### src/hdl/frr_pkg.sv
// ----------------------------------------------------------------------------
// frr_pkg
// Shared types, constants and the CRC-16/Modbus byte update for the framed
// request receiver.
// ----------------------------------------------------------------------------
package frr_pkg;

	localparam int MAX_FRAME_BYTES = 64;
	localparam int IDX_W = 7;

	localparam logic [7:0]  HDR_BYTE  = 8'h3A;
	localparam logic [7:0]  END_BYTE  = 8'h0A;
	localparam logic [7:0]  ACK_BYTE  = 8'hAA;
	localparam logic [7:0]  NACK_BYTE = 8'hAF;
	localparam logic [15:0] CRC_POLY  = 16'hA001;
	localparam logic [15:0] CRC_INIT  = 16'hFFFF;
	localparam logic [15:0] TIMEOUT_RESET = 16'd250;

	localparam logic [1:0] KIND_ACK      = 2'd0;
	localparam logic [1:0] KIND_NACK_CRC = 2'd1;
	localparam logic [1:0] KIND_NACK_TMO = 2'd2;
	localparam logic [1:0] KIND_DROPPED  = 2'd3;

	localparam logic REQ_BYTE = 1'b0;
	localparam logic REQ_TICK = 1'b1;

	localparam logic CFG_IDX_SLAVE_ID = 1'b0;
	localparam logic CFG_IDX_TIMEOUT  = 1'b1;

	typedef struct packed {
		logic       req_type;
		logic [7:0] rx_byte;
	} frr_item_t;

	typedef struct packed {
		logic [1:0] reply_kind;
		logic [7:0] reply_byte;
		logic [7:0] function_code;
		logic [7:0] pdu_length;
	} frr_result_t;

	typedef struct packed {
		logic [7:0]  slave_id;
		logic [15:0] timeout_ticks;
	} frr_cfg_t;

	typedef struct packed {
		logic             in_frame;
		logic [IDX_W-1:0] byte_index;
		logic [7:0]       frame_address;
		logic [7:0]       frame_length;
		logic [7:0]       frame_function;
		logic [15:0]      crc_running;
		logic [15:0]      crc_received;
		logic [1:0]       crc_bytes_seen;
		logic [15:0]      idle_ticks;
	} frr_state_t;

	localparam frr_state_t FRAME_CLEAR = '{
		in_frame:       1'b0,
		byte_index:     '0,
		frame_address:  8'h00,
		frame_length:   8'h00,
		frame_function: 8'h00,
		crc_running:    CRC_INIT,
		crc_received:   16'h0000,
		crc_bytes_seen: 2'd0,
		idle_ticks:     16'h0000
	};

	function automatic logic [15:0] crc16_byte(input logic [15:0] crc, input logic [7:0] b);
		logic [15:0] c;
		c = crc ^ {8'h00, b};
		for (int k = 0; k < 8; k++) begin
			c = c[0] ? ((c >> 1) ^ CRC_POLY) : (c >> 1);
		end
		return c;
	endfunction

endpackage

### src/hdl/frr_if.sv
// ----------------------------------------------------------------------------
// frr_if
// Valid/ready channels of the framed request receiver: request items,
// reply items and configuration writes.
// ----------------------------------------------------------------------------
interface frr_req_if;
	import frr_pkg::*;
	logic       valid;
	logic       ready;
	logic       req_type;
	logic [7:0] rx_byte;
	modport source (output valid, output req_type, output rx_byte, input ready);
	modport sink   (input valid, input req_type, input rx_byte, output ready);
endinterface

interface frr_rep_if;
	import frr_pkg::*;
	logic       valid;
	logic       ready;
	logic [1:0] reply_kind;
	logic [7:0] reply_byte;
	logic [7:0] function_code;
	logic [7:0] pdu_length;
	modport source (output valid, output reply_kind, output reply_byte,
		output function_code, output pdu_length, input ready);
	modport sink   (input valid, input reply_kind, input reply_byte,
		input function_code, input pdu_length, output ready);
endinterface

interface frr_cfg_if;
	import frr_pkg::*;
	logic        valid;
	logic        ready;
	logic        index;
	logic [15:0] data;
	modport source (output valid, output index, output data, input ready);
	modport sink   (input valid, input index, input data, output ready);
endinterface

### src/hdl/frr_cfg.sv
// ----------------------------------------------------------------------------
// frr_cfg
// Configuration registers: receiver address and frame timeout in ticks.
// ----------------------------------------------------------------------------
module frr_cfg (
	input  logic             clk,
	input  logic             arst_n,
	frr_cfg_if.sink          cfg,
	output frr_pkg::frr_cfg_t regs
);
	import frr_pkg::*;

	frr_cfg_t regs_q;

	assign cfg.ready = 1'b1;
	assign regs      = regs_q;

	always_ff @(posedge clk or negedge arst_n) begin
		if (!arst_n) begin
			regs_q.slave_id      <= 8'h00;
			regs_q.timeout_ticks <= TIMEOUT_RESET;
		end else if (cfg.valid) begin
			unique case (cfg.index)
				CFG_IDX_SLAVE_ID: regs_q.slave_id      <= cfg.data[7:0];
				CFG_IDX_TIMEOUT:  regs_q.timeout_ticks <= cfg.data;
				default:          regs_q               <= regs_q;
			endcase
		end
	end

endmodule

### src/hdl/frr_engine.sv
// ----------------------------------------------------------------------------
// frr_engine
// Frame state and per-item decision: header/close detection, byte counting,
// CRC-16/Modbus update, timeout and overflow handling.
// ----------------------------------------------------------------------------
module frr_engine (
	input  logic                clk,
	input  logic                arst_n,
	input  logic                step,
	input  frr_pkg::frr_item_t  item,
	input  frr_pkg::frr_cfg_t   regs,
	output logic                emit,
	output frr_pkg::frr_result_t result
);
	import frr_pkg::*;

	frr_state_t st_q;
	frr_state_t st_nxt;
	logic [16:0] tick_cnt;
	logic [8:0]  idx9;
	logic [8:0]  len9;
	logic [15:0] crc_calc;
	logic        crc_ok;
	logic [7:0]  b;

	assign b        = item.rx_byte;
	assign tick_cnt = {1'b0, st_q.idle_ticks} + 17'd1;
	assign idx9     = {2'b00, st_q.byte_index};
	assign len9     = {1'b0, st_q.frame_length};
	assign crc_calc = (st_q.frame_length == 8'h00) ? CRC_INIT : st_q.crc_running;
	assign crc_ok   = (st_q.crc_bytes_seen == 2'd2) && (crc_calc == st_q.crc_received);

	always_comb begin
		st_nxt = st_q;
		emit   = 1'b0;
		result = '0;
		if (item.req_type == REQ_TICK) begin
			if (st_q.in_frame) begin
				if (tick_cnt >= {1'b0, regs.timeout_ticks}) begin
					st_nxt            = FRAME_CLEAR;
					emit              = 1'b1;
					result.reply_kind = KIND_NACK_TMO;
					result.reply_byte = NACK_BYTE;
				end else begin
					st_nxt.idle_ticks = tick_cnt[15:0];
				end
			end
		end else if (!st_q.in_frame) begin
			if (b == HDR_BYTE) begin
				st_nxt            = FRAME_CLEAR;
				st_nxt.in_frame   = 1'b1;
				st_nxt.byte_index = IDX_W'(1);
			end
		end else begin
			st_nxt.idle_ticks = 16'h0000;
			if (b == END_BYTE) begin
				st_nxt = FRAME_CLEAR;
				if ((st_q.byte_index >= IDX_W'(2)) && (st_q.frame_address == regs.slave_id)) begin
					emit = 1'b1;
					if (crc_ok) begin
						result.reply_kind    = KIND_ACK;
						result.reply_byte    = ACK_BYTE;
						result.function_code = st_q.frame_function;
						result.pdu_length    = st_q.frame_length;
					end else begin
						result.reply_kind = KIND_NACK_CRC;
						result.reply_byte = NACK_BYTE;
					end
				end
			end else if (st_q.byte_index >= IDX_W'(MAX_FRAME_BYTES)) begin
				st_nxt            = FRAME_CLEAR;
				emit              = 1'b1;
				result.reply_kind = KIND_DROPPED;
			end else begin
				st_nxt.byte_index = st_q.byte_index + IDX_W'(1);
				if (st_q.byte_index == IDX_W'(1)) begin
					st_nxt.frame_address = b;
					st_nxt.crc_running   = crc16_byte(CRC_INIT, b);
				end else if (st_q.byte_index == IDX_W'(2)) begin
					st_nxt.frame_length = b;
					if (b >= 8'd2) begin
						st_nxt.crc_running = crc16_byte(st_q.crc_running, b);
					end else if (b == 8'd0) begin
						st_nxt.crc_received   = {st_q.frame_address, 8'h00};
						st_nxt.crc_bytes_seen = 2'd2;
					end else begin
						st_nxt.crc_received   = {b, 8'h00};
						st_nxt.crc_bytes_seen = 2'd1;
					end
				end else if (st_q.byte_index >= IDX_W'(3)) begin
					if (st_q.byte_index == IDX_W'(3)) begin
						st_nxt.frame_function = b;
					end
					if (idx9 <= len9) begin
						st_nxt.crc_running = crc16_byte(st_q.crc_running, b);
					end else if (idx9 == len9 + 9'd1) begin
						st_nxt.crc_received   = {b, 8'h00};
						st_nxt.crc_bytes_seen = 2'd1;
					end else if (idx9 == len9 + 9'd2) begin
						st_nxt.crc_received   = {st_q.crc_received[15:8], b};
						st_nxt.crc_bytes_seen = 2'd2;
					end
				end
			end
		end
	end

	always_ff @(posedge clk or negedge arst_n) begin
		if (!arst_n) begin
			st_q <= FRAME_CLEAR;
		end else if (step) begin
			st_q <= st_nxt;
		end
	end

endmodule

### src/hdl/framed_request_receiver_crc16_unit.sv
// ----------------------------------------------------------------------------
// framed_request_receiver_crc16_unit
// Framed request receiver with CRC-16/Modbus check and tick-driven timeout.
// ----------------------------------------------------------------------------
// Takes one item (a received byte or a timer tick) per clock cycle unless the
// reply output stalls. An accepted item is held in an input register and
// processed once the output register can take its reply; the reply, if any,
// is then held in an output register. Throughput is one item per cycle, set by
// the update of the frame state (byte count and CRC byte step); the input side stalls
// only while the output register holds a reply that has not been taken.
// Configuration writes are taken every cycle and must only be issued while
// no transaction is in flight.
module framed_request_receiver_crc16_unit (
	input  logic      clk,
	input  logic      arst_n,
	frr_req_if.sink   req,
	frr_rep_if.source rep,
	frr_cfg_if.sink   cfg
);
	import frr_pkg::*;

	frr_cfg_t    regs;
	frr_item_t   item_s1;
	logic        valid_s1;
	logic        step;
	logic        emit;
	frr_result_t result;
	frr_result_t rep_q;
	logic        rep_valid_q;

	assign step      = valid_s1 && (!rep_valid_q || rep.ready);
	assign req.ready = !valid_s1 || step;

	frr_cfg u_cfg (
		.clk    (clk),
		.arst_n (arst_n),
		.cfg    (cfg),
		.regs   (regs)
	);

	frr_engine u_engine (
		.clk    (clk),
		.arst_n (arst_n),
		.step   (step),
		.item   (item_s1),
		.regs   (regs),
		.emit   (emit),
		.result (result)
	);

	always_ff @(posedge clk or negedge arst_n) begin
		if (!arst_n) begin
			valid_s1 <= 1'b0;
		end else if (req.ready) begin
			valid_s1 <= req.valid;
		end
	end

	always_ff @(posedge clk) begin
		if (req.ready && req.valid) begin
			item_s1.req_type <= req.req_type;
			item_s1.rx_byte  <= req.rx_byte;
		end
	end

	always_ff @(posedge clk or negedge arst_n) begin
		if (!arst_n) begin
			rep_valid_q <= 1'b0;
		end else if (step) begin
			rep_valid_q <= emit;
		end else if (rep.ready) begin
			rep_valid_q <= 1'b0;
		end
	end

	always_ff @(posedge clk) begin
		if (step && emit) begin
			rep_q <= result;
		end
	end

	assign rep.valid         = rep_valid_q;
	assign rep.reply_kind    = rep_q.reply_kind;
	assign rep.reply_byte    = rep_q.reply_byte;
	assign rep.function_code = rep_q.function_code;
	assign rep.pdu_length    = rep_q.pdu_length;

endmodule

### src/flat_wrapper.sv
// flat-port wrapper written by rule: the top's interface ports become plain ports
module framed_request_receiver_crc16_unit_flat import frr_pkg::*;
  (clk, arst_n, req_valid, req_req_type, req_rx_byte, req_ready, rep_valid, rep_reply_kind, rep_reply_byte, rep_function_code, rep_pdu_length, rep_ready, cfg_valid, cfg_index, cfg_data, cfg_ready);
  frr_req_if req_i ();
  frr_rep_if rep_i ();
  frr_cfg_if cfg_i ();
  input  logic clk;
  input  logic arst_n;
  input wire logic [$bits(req_i.valid)-1:0] req_valid;
  input wire logic [$bits(req_i.req_type)-1:0] req_req_type;
  input wire logic [$bits(req_i.rx_byte)-1:0] req_rx_byte;
  output wire logic [$bits(req_i.ready)-1:0] req_ready;
  output wire logic [$bits(rep_i.valid)-1:0] rep_valid;
  output wire logic [$bits(rep_i.reply_kind)-1:0] rep_reply_kind;
  output wire logic [$bits(rep_i.reply_byte)-1:0] rep_reply_byte;
  output wire logic [$bits(rep_i.function_code)-1:0] rep_function_code;
  output wire logic [$bits(rep_i.pdu_length)-1:0] rep_pdu_length;
  input wire logic [$bits(rep_i.ready)-1:0] rep_ready;
  input wire logic [$bits(cfg_i.valid)-1:0] cfg_valid;
  input wire logic [$bits(cfg_i.index)-1:0] cfg_index;
  input wire logic [$bits(cfg_i.data)-1:0] cfg_data;
  output wire logic [$bits(cfg_i.ready)-1:0] cfg_ready;
  assign req_i.valid = req_valid;
  assign req_i.req_type = req_req_type;
  assign req_i.rx_byte = req_rx_byte;
  assign req_ready = req_i.ready;
  assign rep_valid = rep_i.valid;
  assign rep_reply_kind = rep_i.reply_kind;
  assign rep_reply_byte = rep_i.reply_byte;
  assign rep_function_code = rep_i.function_code;
  assign rep_pdu_length = rep_i.pdu_length;
  assign rep_i.ready = rep_ready;
  assign cfg_i.valid = cfg_valid;
  assign cfg_i.index = cfg_index;
  assign cfg_i.data = cfg_data;
  assign cfg_ready = cfg_i.ready;
  framed_request_receiver_crc16_unit u_core (.clk(clk), .arst_n(arst_n), .req(req_i), .rep(rep_i), .cfg(cfg_i));
endmodule
### config.mk
export PLATFORM = sky130hd
export DESIGN_NAME = framed_request_receiver_crc16_unit_flat
export DESIGN_NICKNAME = d
export VERILOG_FILES = /design/src/hdl/frr_pkg.sv /design/src/hdl/frr_if.sv /design/src/hdl/frr_cfg.sv /design/src/hdl/frr_engine.sv /design/src/hdl/framed_request_receiver_crc16_unit.sv /design/src/flat_wrapper.sv
export SDC_FILE = /design/constraint.sdc
export NUM_CORES = 1
export LEC_CHECK = 0
export BUFFER_PORTS_ARGS = -buffer_cell sky130_fd_sc_hd__buf_2
export CAP_MARGIN = 20
export CORE_AREA = 2 2 139 141
export CTS_CLUSTER_SIZE = 30
export DETAILED_ROUTE_END_ITERATION = 10
export DIE_AREA = 0 0 141 143
export GPL_ROUTABILITY_DRIVEN = 0
export MAX_ROUTING_LAYER = met4
export PLACE_DENSITY = 0.59
export RECOVER_POWER = 50
export SKIP_LAST_GASP = 1
export SYNTH_ARGS = -nofsm -noshare
export SYNTH_HDL_FRONTEND = slang
export SYNTH_SLANG_ARGS = --single-unit
### constraint.sdc
create_clock -name clk -period 7.5 [get_ports clk]
set_input_delay 0 -clock clk [delete_from_list [all_inputs] [get_ports clk]]
set_output_delay 0 -clock clk [all_outputs]
set_load 0.02 [all_outputs]
* After elaboration in Yosys (flattened, before gate mapping) *
Index checks and enable logic that the tools add are counted.

cells by class
  reductions and logical operators = 24
  order comparisons = 6
  equal/unequal tests = 26
  add/sub/neg operators = 4
  bitwise gates (word level) = 23
  mux-type cells = 61

operator list
  kind                     count
  $mux W82                 5
  $mux W16                 23
  $mux W18                 5
  $mux W66                 1
  $mux W65                 1
  $mux W26                 2
  $not A2 Y3               16
  $mux W42                 1
  $mux W10                 4
  $mux W34                 1
  $mux W8                  4
  $mux W24                 1
  $ne A7 B1 Y1 const B     3
  $ne A5 B1 Y1 const B     4
  $eq A7 B9 Y1             2
  $reduce_and A9 Y1        2
  $add A16 B1 Y17 const B  1
  $ge A17 B16 Y1           1
  $eq A16 B16 Y1           1
  $logic_not A8 Y1         2
  $not A8 Y16              1
  $xor A16 B8 Y16          1
  $eq A7 B2 Y1 const B     2
  $ge A7 B2 Y1 const B     2
  other kinds (32)         58

storage, ports and cells
  output and inout port bits = 29
  bits in registers = 143
  bits of input ports = 31
  word-level logic and storage cells = 164

* Depth between registers and ports, before layout *
  word-level depth = 25
  mapped depth = 17
  gate-level depth less buffers = 15

* Hierarchy *
A second synthesis with hierarchy kept.

second synthesis, totals
  cell total of the unflattened synthesis = 780
  area, all modules = 8,426.8 µm²

modules (own cells, without submodules)
  module                              instances  cells an instance  seq. area each (µm²)  area each (µm²)
  frr_engine                          1          681                2,072.0               6,349.8
  framed_request_receiver_crc16_unit  1          45                 1,101.1               1,159.9
  frr_cfg                             1          54                 608.1                 917.1

* Worst setup path before layout *
Ideal clock, no wire load.

  path kind = register to register
  start = reg u_core.u_engine.st_q[0] in the netlist's numbering
  end = reg u_core.u_engine.st_q[16] in the netlist's numbering
  setup slack = 4.204 ns
  required time = 7.372 ns
  period minus slack after synthesis = 3.296 ns
  cell stages (with the launch flop) = 16
  library setup time = 0.128 ns
  path buffers = 2
  arrival time = 3.168 ns
  cell sequence = dfrtp_1 -> ha_1 -> nand2_1 -> nor4_2 -> xor2_1 -> ha_1 -> a21oi_1 -> o21ai_0 -> a21o_1 -> a31oi_1 -> o21ai_2 -> and2_1 -> clkbuf_1 -> o211ai_1 -> buf_2 -> mux2_1

between the ends
  word-level cells in the longest chain between the ends = 4

RTL lines
  item                         line               text
  from (decl)                  frr_engine.sv:17   frr_state_t st_q;
  from (signal assigned)       frr_engine.sv:112  st_q <= st_nxt;
  $add A16 B1 Y17              frr_engine.sv:27   assign tick_cnt = {1'b0, st_q.idle_ticks} + 17'd1;
  $ge A17 B16 Y1               frr_engine.sv:39   if (tick_cnt >= {1'b0, regs.timeout_ticks}) begin
  $ne A2 B2 Y1 (no line)       -
  $reduce_and A9 Y1 (no line)  -

No other way between the ends.
A chain may end at the register's enable or synchronous reset.

* Final worst setup path *
  start = reg u_core.u_engine.st_q[0] in the netlist's numbering
  end = reg u_core.u_engine.st_q[47] in the netlist's numbering

between the ends
  word-level cells in the longest chain between the ends = 4

RTL lines
  item                         line
  $add A16 B1 Y17              frr_engine.sv:27
  $ge A17 B16 Y1               frr_engine.sv:39
  $ne A2 B2 Y1 (no line)       -
  $reduce_and A7 Y1 (no line)  -

No other way between the ends.

==> metrics.txt <==
status=finished, violations left; failing checks=max-capacitance violations, max-slew violations; hold_sp=cfg_index; Post-DP Area=0.00853 mm^2; Crit path largest cell delay=850 ps; mux contribution to synthesized area=10.4%; Detailed Routing Iterations Pass 1=5; Die ar.=0.0202 mm^2; syn avg cell area=10.4 um^2; Async SR Flop Fraction=roughly 79%; design area=0.00944 mm^2; Core Area=0.0186 mm^2; Adder-Cell Fraction of Synth Area=around 6%; max-slew violation count=just over 40; Syn Inst Count=782; final hold vios=0; synth warn=0; WL final=19800 um; Clock Tree Buf Depth=2; post-CTS sizing=0; slowest CP cell=o311a_1; DRT iter0 DRCs=350; peak supply drop=around 200 uV; post-CTS setup buffers=0; CP Launch Type=register; Multi-input gate area=0.00415 mm^2; Post-synth top flop=dfrtp_1; WP data arrival=4250 ps; cells on worst reg2reg path=13; setup TNS=0 ps; fillcell total=1697; Port Buffer Count=56; Critical Path RT=7850 ps; Buf+Inv Stages, Crit Path=0; Max-slew headroom=-45.4%; Distinct cells, synth=67; hold path depth=3; flops & latches, synth=between 100 and 150; Starting Density=43.6%; critical setup path kind=register to register; CTS tree=yes; end of the worst register-to-register path=u_core.u_engine.st_q[47]$_DFFE_PN1P_; clock transition at the registers of the reported paths=roughly 60 ps; final period utilization=52.0%; Power per Cell Area=~370 mW/mm^2; CP Launch Point=u_core.u_engine.st_q[0]$_DFFE_PN0P_; post-synthesis compound-gate area fraction=about 13%; unrepaired setup endpoints after global routing=no; Clock Sinks=137; share of layout cells above drive strength 1=around a fifth; Post-route DRC=0; Placed Instances=1043; DP HPWL=~15000 um; DR vias/cell=5.56; Worst Clk Skew=9.22 ps; Worst Hold Class=primary input to register; Simple-Gate Fraction of Synth Area=approximately 14%; main combinational cell family by area after synthesis=simple AND/OR/NAND/NOR gates; vias in the first global route=6118; WL per Instance=17.9 um; cell chain of the critical path=ha_1 -> nand2_1 -> nor4_2 -> xor2_1 -> ha_1 -> nand2_1 -> o21ai_0 -> a21o_1 -> a31oi_1 -> o21ai_2 -> o311a_1 -> nand2_1 -> o22a_1; Worst Setup End Kind=register; post-route ant nets=0; final critical path time including I/O delays and setup=3900 ps; clk_lat worst skew=between 400 and 500 ps; FP Rows=50; Die X=141 um; vias=6149; H-tree levels=4; xor and xnor fraction of the mapped netlist area=between 7 and 8%; setup slack, reg-to-reg=3600 ps; EDFF count, synth=29; Final Util=50.8%; Synth top area share=about a quarter; Clock Tree Root=clkbuf_16; Die Height=143 um; non-filler instance count after layout=1105; Ports=60; pre-CTS setup slack=3550 ps; max frequency=256 MHz; first-pass GRT wire length=31900 um; largest net degree at the start of global routing=70; Synth area leader=dfrtp_1; Setup violations, final=0; main area contributors after synthesis=dfrtp_1, edfxtp_1, dfstp_2; r2r startpoint=u_core.u_engine.st_q[0]$_DFFE_PN0P_; NumNets Final=928; most used cell along the critical path=nand2_1; storage element area=about 0.0036 mm^2; Antenna Cells=0; Worst Hold Endpoint=u_core.u_cfg.regs[16]$_DFFE_PN0P_; critical path's top delay family=compound AO/OA/AOI/OAI gates; sequential fraction of the synthesis area=between 40% and 50%; GRT Total Usage=21.1%; Remaining Overflow, GRT=0; P&R area growth vs syn=16.5%; Mapped Area=slightly above 0.008 mm^2; MaxCap Viol Count=1; total CTS buffers=17; worst slew pin tran=2180 ps; static leakage=about 4.2 nW; critical path fanouts, max=29; final worst slack=3600 ps; initial antenna violation count=0
-- cells in the mapped netlist, drive strengths merged, types with 5 or more instances --
library cell,n
nand4,9
nand2,64
nor2,56
dfstp,22
and2,9
a21o,6
nand3,18
mux2,57
and3,20
nand2b,11
o21a,5
a31oi,14
ha,39
xor2,21
clkbuf,13
a22o,19
dfrtp,86
mux2i,17
buf,20
xnor2,44
nor3,11
inv,48
or2,5
edfxtp,29
o21ai,48
a21oi,35
-- report_power, final --
| group | switching [W] | total [W] | internal [W] |
|---|---|---|---|
| logic | 0.000696 | 0.00135 | 0.000654 |
| clock network | 0.000335 | 0.000926 | 0.000592 |
| registers | 0.000260 | 0.00124 | 0.000978 |
-- cell usage in the layout (no fill, tap or decap), types with 8 or more instances in the layout --
cell	n
a31oi_1	14
nand3_1	18
clkbuf_16	17
nor3_1	8
xor2_1	20
ha_1	39
dfrtp_1	86
a22o_1	19
nor2_1	53
mux2_2	48
o21ai_0	44
edfxtp_1	29
xnor2_1	44
dlygate4sd3_1	29
and2_1	8
nand2_1	63
nand2b_1	11
inv_1	48
dfstp_2	22
nand4_1	9
clkbuf_1	28
and3_1	20
mux2i_1	17
mux2_4	8
buf_2	29
a21oi_1	33
-- state kept, by name (all words and copies together), names as in the netlist --
register,count
u_core.rep.reply_byte,2
u_core.rep.valid,1
u_core.valid_s1,1
u_core.u_cfg.regs,24
u_core.rep.reply_kind,2
u_core.u_engine.idx9,7
u_core.rep.function_code,8
u_core.u_engine.len9,8
u_core.u_engine.st_q,67
u_core.item_s1,9
u_core.rep.pdu_length,8
-- kinds of logic after synthesis --
| group | count (synthesis) |
|---|---|
| mux | 74 |
| simple gates | 221 |
| xor+xnor | 67 |
| other cells | 2 |
| flops | 137 |
| compound gates | 161 |
| fa+ha+maj | 39 |
| buf+inv | 81 |
-- worst register-to-register path: cells and delay by family (launching register included) --
kind                       cells  cell delay (ps)
AOI/OAI and AO/OA              6             1720
xor gates and xnor gates       1              160
and+or+nand+nor                4              840
adders and majority gates      2              640
DFF                            1              460
-- worst max-delay path by stage --
stage,slack (ps),cells after the start,end
finish,3600,13,u_core.u_engine.st_q[47]$_DFFE_PN1P_
global route,3200,13,u_core.u_engine.st_q[40]$_DFFE_PN1P_
CTS,3520,13,u_core.u_engine.st_q[16]$_DFFE_PN0P_
detailed placement,3550,13,u_core.u_engine.st_q[16]$_DFFE_PN0P_
global placement,3780,13,u_core.u_engine.st_q[16]$_DFFE_PN0P_
floorplan,4200,15,u_core.u_engine.st_q[16]$_DFFE_PN0P_
-- final cells by class --
type,count,share of cell area [%]
clock inverter,14,2.35
clock buffer,18,4.55
multi-input combinational,565,43.9
sequential,137,38.2
inverter,48,1.91
timing repair buffer,89,6.01
tap,234,3.10
-- stage by stage --
step	total power (W)	hold slack [ps]
2_1_floorplan	0.00226	-296
3_3_place_gp	0.00254	5.12
3_5_place_dp	0.00258	11.0
4_1_cts	0.00353	78.6
5_1_grt	0.00374	128
6_report	0.00351	96.9
-- repair_timing --
item,4_1_cts,5_1_grt
endpoints found under the setup margin,0,0
hold buffers,29,0
hold endpoints to repair,74,0
-- routing by layer --
layer	share of wire, %	routed length, um	track usage (%)
met5	0	0	-
met4	1.6	323	6.95
met3	4.3	854	3.66
met2	47	9380	33.9
met1	47	9280	27.3
(Power assumes the default switching activity.)
